`src/hdl/sha1_pkg.sv`:
```
`default_nettype none
package sha1_pkg;

    localparam int RoundW     = 7;
    localparam int LastRound  = 79;
    localparam int LenBytePos = 56;

    localparam logic [7:0] PadByte = 8'h80;

    typedef logic [31:0] word_t;
    typedef word_t [4:0] chain_t;

    typedef enum logic [2:0] {
        ST_IDLE,
        ST_PAD,
        ST_ROUND,
        ST_FOLD,
        ST_EMIT
    } state_t;

    typedef struct packed {
        logic              push;
        logic [7:0]        byte_val;
        logic [1:0]        byte_pos;
        logic              step;
        logic              load;
        logic              fold;
        logic              reinit;
        logic [RoundW-1:0] round;
    } ctrl_t;

endpackage
`default_nettype wire

```
`src/hdl/sha1_msg_if.sv`:
```
`default_nettype none
interface sha1_msg_if;
    logic       valid;
    logic       ready;
    logic       kind;
    logic [7:0] data_byte;

    modport source (output valid, output kind, output data_byte, input ready);
    modport sink (input valid, input kind, input data_byte, output ready);
endinterface
`default_nettype wire

```
`src/hdl/sha1_digest_if.sv`:
```
`default_nettype none
interface sha1_digest_if;
    logic        valid;
    logic        ready;
    logic [31:0] digest_word;
    logic [2:0]  word_index;
    logic        last_word;

    modport source (output valid, output digest_word, output word_index, output last_word,
                    input ready);
    modport sink (input valid, input digest_word, input word_index, input last_word,
                  output ready);
endinterface
`default_nettype wire

```
`src/hdl/sha1_sched.sv`:
```
`default_nettype none
module sha1_sched (
    input  wire logic           clk,
    input  wire sha1_pkg::ctrl_t ctrl,
    output sha1_pkg::word_t      w0
);
    import sha1_pkg::*;

    logic [23:0] acc_reg;
    word_t       win_reg [16];
    word_t       mix;
    word_t       new_word;

    // window doubles as block store while filling and as W schedule while rounding
    always_comb
    begin
        mix = win_reg[13] ^ win_reg[8] ^ win_reg[2] ^ win_reg[0];
        if (ctrl.step)
        begin
            new_word = {mix[30:0], mix[31]};
        end
        else
        begin
            new_word = {acc_reg, ctrl.byte_val};
        end
    end

    always_ff @(posedge clk)
    begin
        if (ctrl.push)
        begin
            acc_reg <= {acc_reg[15:0], ctrl.byte_val};
        end
        if (ctrl.step || (ctrl.push && ctrl.byte_pos == 2'd3))
        begin
            for (int i = 0; i < 15; i++)
            begin
                win_reg[i] <= win_reg[i+1];
            end
            win_reg[15] <= new_word;
        end
    end

    assign w0 = win_reg[0];

endmodule
`default_nettype wire

```
`src/hdl/sha1_core.sv`:
```
`default_nettype none
module sha1_core (
    input  wire logic            clk,
    input  wire logic            rst_n,
    input  wire sha1_pkg::ctrl_t ctrl,
    input  wire sha1_pkg::word_t w,
    output sha1_pkg::chain_t     chain
);
    import sha1_pkg::*;

    localparam chain_t Iv = {32'hc3d2e1f0, 32'h10325476, 32'h98badcfe,
                             32'hefcdab89, 32'h67452301};
    localparam word_t K0 = 32'h5a827999;
    localparam word_t K1 = 32'h6ed9eba1;
    localparam word_t K2 = 32'h8f1bbcdc;
    localparam word_t K3 = 32'hca62c1d6;

    chain_t chain_reg;
    word_t  a_reg, b_reg, c_reg, d_reg, e_reg;
    word_t  f, k, t;

    always_comb
    begin
        if (ctrl.round < RoundW'(20))
        begin
            f = (b_reg & c_reg) | (~b_reg & d_reg);
            k = K0;
        end
        else if (ctrl.round < RoundW'(40))
        begin
            f = b_reg ^ c_reg ^ d_reg;
            k = K1;
        end
        else if (ctrl.round < RoundW'(60))
        begin
            f = (b_reg & c_reg) | (b_reg & d_reg) | (c_reg & d_reg);
            k = K2;
        end
        else
        begin
            f = b_reg ^ c_reg ^ d_reg;
            k = K3;
        end
        t = {a_reg[26:0], a_reg[31:27]} + f + e_reg + k + w;
    end

    always_ff @(posedge clk)
    begin
        if (ctrl.load)
        begin
            a_reg <= chain_reg[0];
            b_reg <= chain_reg[1];
            c_reg <= chain_reg[2];
            d_reg <= chain_reg[3];
            e_reg <= chain_reg[4];
        end
        else if (ctrl.step)
        begin
            e_reg <= d_reg;
            d_reg <= c_reg;
            c_reg <= {b_reg[1:0], b_reg[31:2]};
            b_reg <= a_reg;
            a_reg <= t;
        end
    end

    always_ff @(posedge clk or negedge rst_n)
    begin
        if (!rst_n)
        begin
            chain_reg <= Iv;
        end
        else if (ctrl.reinit)
        begin
            chain_reg <= Iv;
        end
        else if (ctrl.fold)
        begin
            chain_reg[0] <= chain_reg[0] + a_reg;
            chain_reg[1] <= chain_reg[1] + b_reg;
            chain_reg[2] <= chain_reg[2] + c_reg;
            chain_reg[3] <= chain_reg[3] + d_reg;
            chain_reg[4] <= chain_reg[4] + e_reg;
        end
    end

    assign chain = chain_reg;

endmodule
`default_nettype wire

```
`src/hdl/sha1_hash_engine_unit.sv`:
```
`default_nettype none
// Channel   Dir  Handshake      Word
// msg       in   valid/ready    kind, data_byte
// digest    out  valid/ready    digest_word, word_index, last_word
//
// A data byte is written straight into the block; the byte that fills a 64-byte block
// then runs 80 rounds of the shared round unit, one per cycle, plus the chaining add.
// Finish writes one padding byte per cycle to the block end, runs one or two
// compressions, then shows the five digest words, one per accepted cycle.
// msg.ready is high only while idle. Reset is immediate: chaining words to the
// initial values, counters cleared. A low digest.ready holds the current word.
module sha1_hash_engine_unit (
    input  wire logic   clk,
    input  wire logic   rst_n,
    sha1_msg_if.sink    msg,
    sha1_digest_if.source digest
);
    import sha1_pkg::*;

    state_t            state_reg, state_next;
    logic [5:0]        fill_reg, fill_next;
    logic [63:0]       len_reg, len_next;
    logic [RoundW-1:0] round_reg, round_next;
    logic [2:0]        idx_reg, idx_next;
    logic              pad_reg, pad_next;
    logic              len_ok_reg, len_ok_next;
    logic              last_reg, last_next;
    logic              wr;
    ctrl_t             ctrl;
    word_t             w0;
    chain_t            chain;

    sha1_sched u_sched (
        .clk  (clk),
        .ctrl (ctrl),
        .w0   (w0)
    );

    sha1_core u_core (
        .clk   (clk),
        .rst_n (rst_n),
        .ctrl  (ctrl),
        .w     (w0),
        .chain (chain)
    );

    always_ff @(posedge clk or negedge rst_n)
    begin
        if (!rst_n)
        begin
            state_reg  <= ST_IDLE;
            fill_reg   <= '0;
            len_reg    <= '0;
            round_reg  <= '0;
            idx_reg    <= '0;
            pad_reg    <= 1'b0;
            len_ok_reg <= 1'b0;
            last_reg   <= 1'b0;
        end
        else
        begin
            state_reg  <= state_next;
            fill_reg   <= fill_next;
            len_reg    <= len_next;
            round_reg  <= round_next;
            idx_reg    <= idx_next;
            pad_reg    <= pad_next;
            len_ok_reg <= len_ok_next;
            last_reg   <= last_next;
        end
    end

    always_comb
    begin
        state_next    = state_reg;
        fill_next     = fill_reg;
        len_next      = len_reg;
        round_next    = round_reg;
        idx_next      = idx_reg;
        pad_next      = pad_reg;
        len_ok_next   = len_ok_reg;
        last_next     = last_reg;
        wr            = 1'b0;
        ctrl          = '0;
        ctrl.round    = round_reg;
        msg.ready     = 1'b0;
        digest.valid  = 1'b0;

        case (state_reg)
            ST_IDLE:
            begin
                msg.ready = 1'b1;
                if (msg.valid)
                begin
                    wr = 1'b1;
                    if (msg.kind == 1'b0)
                    begin
                        ctrl.byte_val = msg.data_byte;
                        len_next      = len_reg + 64'd8;
                    end
                    else
                    begin
                        ctrl.byte_val = PadByte;
                        pad_next      = 1'b1;
                        len_ok_next   = (fill_reg < 6'(LenBytePos));
                        state_next    = ST_PAD;
                    end
                end
            end
            ST_PAD:
            begin
                wr = 1'b1;
                // length goes out big-endian once the final block reaches its tail
                if (len_ok_reg && fill_reg >= 6'(LenBytePos))
                begin
                    ctrl.byte_val = len_reg[{~fill_reg[2:0], 3'b000} +: 8];
                end
                else
                begin
                    ctrl.byte_val = 8'h00;
                end
            end
            ST_ROUND:
            begin
                ctrl.step  = 1'b1;
                round_next = round_reg + 1'b1;
                if (round_reg == RoundW'(LastRound))
                begin
                    state_next = ST_FOLD;
                end
            end
            ST_FOLD:
            begin
                ctrl.fold = 1'b1;
                if (!pad_reg)
                begin
                    state_next = ST_IDLE;
                end
                else if (last_reg)
                begin
                    idx_next   = '0;
                    state_next = ST_EMIT;
                end
                else
                begin
                    len_ok_next = 1'b1;
                    state_next  = ST_PAD;
                end
            end
            ST_EMIT:
            begin
                digest.valid = 1'b1;
                if (digest.ready)
                begin
                    idx_next = idx_reg + 1'b1;
                    if (idx_reg == 3'd4)
                    begin
                        ctrl.reinit = 1'b1;
                        len_next    = '0;
                        pad_next    = 1'b0;
                        len_ok_next = 1'b0;
                        last_next   = 1'b0;
                        state_next  = ST_IDLE;
                    end
                end
            end
            default:
            begin
                state_next = ST_IDLE;
            end
        endcase

        if (wr)
        begin
            ctrl.push     = 1'b1;
            ctrl.byte_pos = fill_reg[1:0];
            fill_next     = fill_reg + 1'b1;
            // block full: load working words and start rounds
            if (fill_reg == 6'd63)
            begin
                ctrl.load  = 1'b1;
                round_next = '0;
                last_next  = pad_next && len_ok_next;
                state_next = ST_ROUND;
            end
        end
    end

    assign digest.digest_word = chain[idx_reg];
    assign digest.word_index  = idx_reg;
    assign digest.last_word   = (idx_reg == 3'd4);

endmodule
`default_nettype wire

```
`src/flat_wrapper.sv`:
```
// flat-port wrapper written by rule: the top's interface ports become plain ports
module sha1_hash_engine_unit_flat import sha1_pkg::*;
  (clk, rst_n, msg_valid, msg_kind, msg_data_byte, msg_ready, digest_valid, digest_digest_word, digest_word_index, digest_last_word, digest_ready);
  sha1_msg_if msg_i ();
  sha1_digest_if digest_i ();
  input  wire logic clk;
  input  wire logic rst_n;
  input wire logic [$bits(msg_i.valid)-1:0] msg_valid;
  input wire logic [$bits(msg_i.kind)-1:0] msg_kind;
  input wire logic [$bits(msg_i.data_byte)-1:0] msg_data_byte;
  output wire logic [$bits(msg_i.ready)-1:0] msg_ready;
  output wire logic [$bits(digest_i.valid)-1:0] digest_valid;
  output wire logic [$bits(digest_i.digest_word)-1:0] digest_digest_word;
  output wire logic [$bits(digest_i.word_index)-1:0] digest_word_index;
  output wire logic [$bits(digest_i.last_word)-1:0] digest_last_word;
  input wire logic [$bits(digest_i.ready)-1:0] digest_ready;
  assign msg_i.valid = msg_valid;
  assign msg_i.kind = msg_kind;
  assign msg_i.data_byte = msg_data_byte;
  assign msg_ready = msg_i.ready;
  assign digest_valid = digest_i.valid;
  assign digest_digest_word = digest_i.digest_word;
  assign digest_word_index = digest_i.word_index;
  assign digest_last_word = digest_i.last_word;
  assign digest_i.ready = digest_ready;
  sha1_hash_engine_unit u_core (.clk(clk), .rst_n(rst_n), .msg(msg_i), .digest(digest_i));
endmodule
```
`config.mk`:
```
export PLATFORM = sky130hd
export DESIGN_NAME = sha1_hash_engine_unit_flat
export DESIGN_NICKNAME = d
export VERILOG_FILES = /design/src/hdl/sha1_pkg.sv /design/src/hdl/sha1_msg_if.sv /design/src/hdl/sha1_digest_if.sv /design/src/hdl/sha1_sched.sv /design/src/hdl/sha1_core.sv /design/src/hdl/sha1_hash_engine_unit.sv /design/src/flat_wrapper.sv
export SDC_FILE = /design/constraint.sdc
export NUM_CORES = 2
export LEC_CHECK = 0
export ABC_AREA = 1
export BUFFER_PORTS_ARGS = -buffer_cell sky130_fd_sc_hd__buf_2
export CAP_MARGIN = 20
export CORE_ASPECT_RATIO = 1.2
export CORE_UTILIZATION = 45
export DETAILED_ROUTE_END_ITERATION = 8
export HOLD_SLACK_MARGIN = 0.08
export PLACE_DENSITY_LB_ADDON = 0.12
export SYNTH_ARGS = -nofsm -noshare
export SYNTH_HDL_FRONTEND = slang
export SYNTH_SLANG_ARGS = --single-unit
```
`constraint.sdc`:
```
create_clock -name clk -period 37.7 [get_ports clk]
set_input_delay 0 -clock clk [delete_from_list [all_inputs] [get_ports clk]]
set_output_delay 0 -clock clk [all_outputs]
set_load 0.01 [all_outputs]
```
==> results.toml <==
[cells_and_area]
multi_input_comb_area_um2 = 21900
final_common_cell = "sky130_fd_sc_hd__nand2_1"
synthToLayoutAreaGrowth_pct = 10.2
ff_latch_area_um2 = 27100
layout_common_cells = "1,223 x sky130_fd_sc_hd__nand2_1, 861 x sky130_fd_sc_hd__inv_1, 696 x sky130_fd_sc_hd__edfxtp_1, 450 x sky130_fd_sc_hd__nor2_1, 438 x sky130_fd_sc_hd__o21ai_0"
finalNonFillerCells = 7454
finish.net_count = 6180
final_layout_size_suffix_gt1_share_pct = 6.14
final.fill_count = 11100
largest_reg_flops = 512

[clock_network]
clock_root_buffer_master = "sky130_fd_sc_hd__clkbuf_16"
cts.htree.levels = 3
cts.repair.resized = 0
cts_made_buffers = 100
worst_skew_pair.late_latency_ns = 0.73
tritoncts_num_sinks = 939
cts_max_path_buffers = 3
cts_tree = "done"
cts.reportedPaths.clkPinSlew_ns = 0.06

[sta]
post-route-worst-setup-slack_ns = 31.43
finalClockSkew_ns = 0.0360
maxClockFrequency_ghz = 0.160
hold_viol_final = 0
finalMaxSlewViolations = 0
post-route-min-period_ns = 6.27
worst_hold_slack_across_all_endpoints_ns = 0.147
total_negative_setup_slack_ns = 0
slew-limit-headroom_pct = 15.9
layout_worst_path_cycle_share_pct = 16.6
max_slew.worst_pin.slew_ns = 1.25
final_setup_violations = 0
unrepaired_setup_endpoints_after_global_routing = "no"

[power_and_ir_drop]
power.leakage_uw = 0.0249
p_per_area_nw_per_um2 = 103
post-layout-total-power_uw = 5980
vdd_ir_drop_max_mv = 0.143

[global_route]
grt_pass1_wl_um = 271000
grt_remaining_overflow = 0
vias_in_the_first_global_route = 40000
globalRouteTotalUtil_pct = 31.5
grt_max_degree = 201
grt_antenna_before_repair = 4

[placed_design]
placement.setup.worst_slack_ns = 31.54
placed_cells_incl_taps = 7253
hpwlAfterDp_um = 141000
portBuffers = 50
final_wtd_congestion = 1.03

[logic_synthesis]
synth-edff-count = 696
yosysUniqueCellTypes = 55
synthArstFlopShare_pct = 25.9
ys_dominant_reg_cell = "sky130_fd_sc_hd__edfxtp_1"
ys_seq_area_share_pct = 51.3
syn-instance-count = 5775
ys_seq_elements = 939
yosysWarningCount = 0
post_synth.cell_area_avg_um2 = 9.14
postSynthNetCount = 6112
synthesis.area_um2 = 52800

[worst_setup_path]
setup.worst_path.start_class = "flop"
crit_slowest_cell = "sky130_fd_sc_hd__nand3_2"
cp_data_required_time_ns = 38.14
cpMostUsedCell = "sky130_fd_sc_hd__nand2_1"
setup.worst_path.end_class = "flop"
worst_ep_arrival_time_ns = 6.71
path_max_fanout = 18
crit_path_max_incr_delay_ns = 0.55
setup.worst_path.class = "flop to flop"

[route]
route.final.wire_length_um = 186000
avgViaCountPerCell = 5.58
drt-initial-drc-count = 3929
drc = 0
routed_length_per_placed_instance_um = 24.9
num_vias = 41600
detail_route.first_pass.iterations = 6
drtAntennaViolNets = 0

[floorplan]
row_count = 137
die_width_um = 315
core_region_area_um2 = 116000
dieArea_um2 = 119000
die_height_um = 377
ios = 51
initial_utilization_pct = 45.4

[job]
max_cap_viol_count = 0

[worst_hold_path]
worst_hold_path_type = "input pin to async pin"

[outcome]
outcome = "completed"
==> power by group <==
part,leakage (uW),total [uW],internal [uW],switching (uW)
clock,0.00159,1010,579,428
combinational,0.0142,3120,1010,2120
sequential,0.00916,1850,1620,224
total,0.0249,5980,3210,2770
==> routing by layer <==
metal | vias to the layer above | part of all wire [%] | GRT usage [%] | wire [um]
met5 | - | 0.016 | 0 | 29
met4 | 4 | 6.7 | 19.0 | 12500
met3 | 395 | 5.7 | 4.18 | 10500
met2 | 1464 | 47 | 51.1 | 87400
met1 | 20300 | 40 | 40.0 | 75100
li1 | 19500 | - | - | -
==> kinds of logic (layout without fill, tap and decap cells) <==
family                   count (synthesis)  after routing  share of synthesized area [%]
adder cells (fa/ha/maj)                324            324                           9.46
flip-flops                             939            939                           51.3
AND/OR/NAND/NOR                       2210           2210                           17.4
XOR/XNOR                               176            176                           2.92
AO/OA/AOI/OAI                         1113           1113                           11.5
other                                    0              1                              0
buffers and inverters                 1013           1162                           7.39
==> area by class of cell <==
class / count / share of cell area [%]
inverter: 880 / 5.69
tap: 1529 / 3.29
multi-input combinational: 3823 / 37.6
antenna: 1 / 0.00430
clock buffer: 139 / 4.73
timing repair buffer: 99 / 1.25
clock inverter: 44 / 0.912
sequential: 939 / 46.6
==> worst paths after layout <==
kind | startpoint | to | slack [ns] | depth (start not counted)
worst max-delay path | u_core.round_reg[5] | u_core.u_core.a_reg[27] | 31.43 | 27
worst min-delay path | rst_n | u_core.u_core.chain[62] | 0.15 | 2
worst max register to register | u_core.round_reg[5] | u_core.u_core.a_reg[27] | 31.43 | 27
worst min register to register | u_core.u_sched.win_reg[0][172] | u_core.u_sched.win_reg[0][140] | 0.41 | 0
max in group asynchronous | rst_n | u_core.len_reg[45] | 34.96 | 5
min in group clk | digest_ready | u_core.state_reg[2] | 0.25 | 5
==> metrics by stage <==
step	util [%]	area, um2
floorplan	-	52800
global placement	47.0	54700
detailed placement	47.1	54700
CTS	50.0	58100
global route	50.1	58200
finish	50.1	58200
==> worst max-delay path, delay by kind of cell, from the launching register on <==
kind	cells	cell delay (ns)
compound gates	1	0.40
buf+inv	6	0.89
fa+ha+maj	5	2.08
simple gates	15	2.19
flops	1	0.43
==> timing repair <==
action | 4_1_cts | 5_1_grt
setup endpoints to repair | 0 | 0
setup buffers | 0 | 0
endpoints found under the hold margin | 129 | 0
hold buffers | 14 | 0
==> synthesized netlist by cell type (60+ instances only) <==
cell type | count | share of area (%)
sky130_fd_sc_hd__nand2_1 | 1224 | 8.7
sky130_fd_sc_hd__inv_1 | 863 | 6.1
sky130_fd_sc_hd__edfxtp_1 | 696 | 40
sky130_fd_sc_hd__nor2_1 | 450 | 3.2
sky130_fd_sc_hd__o21ai_0 | 438 | 4.2
sky130_fd_sc_hd__a21oi_1 | 352 | 3.3
sky130_fd_sc_hd__nand3_1 | 339 | 3.2
sky130_fd_sc_hd__ha_1 | 199 | 4.7
sky130_fd_sc_hd__dfrtp_1 | 163 | 7.7
sky130_fd_sc_hd__fa_1 | 125 | 4.7
sky130_fd_sc_hd__xnor2_1 | 112 | 1.9
sky130_fd_sc_hd__o21ai_1 | 103 | 0.98
sky130_fd_sc_hd__dfstp_2 | 80 | 4.0
sky130_fd_sc_hd__nor3_1 | 68 | 0.64
sky130_fd_sc_hd__o22ai_1 | 64 | 0.76
sky130_fd_sc_hd__xor2_1 | 64 | 1.1
sky130_fd_sc_hd__clkbuf_1 | 63 | 0.45
sky130_fd_sc_hd__nand4_1 | 60 | 0.71
Power figures use the tool's default switching activity.
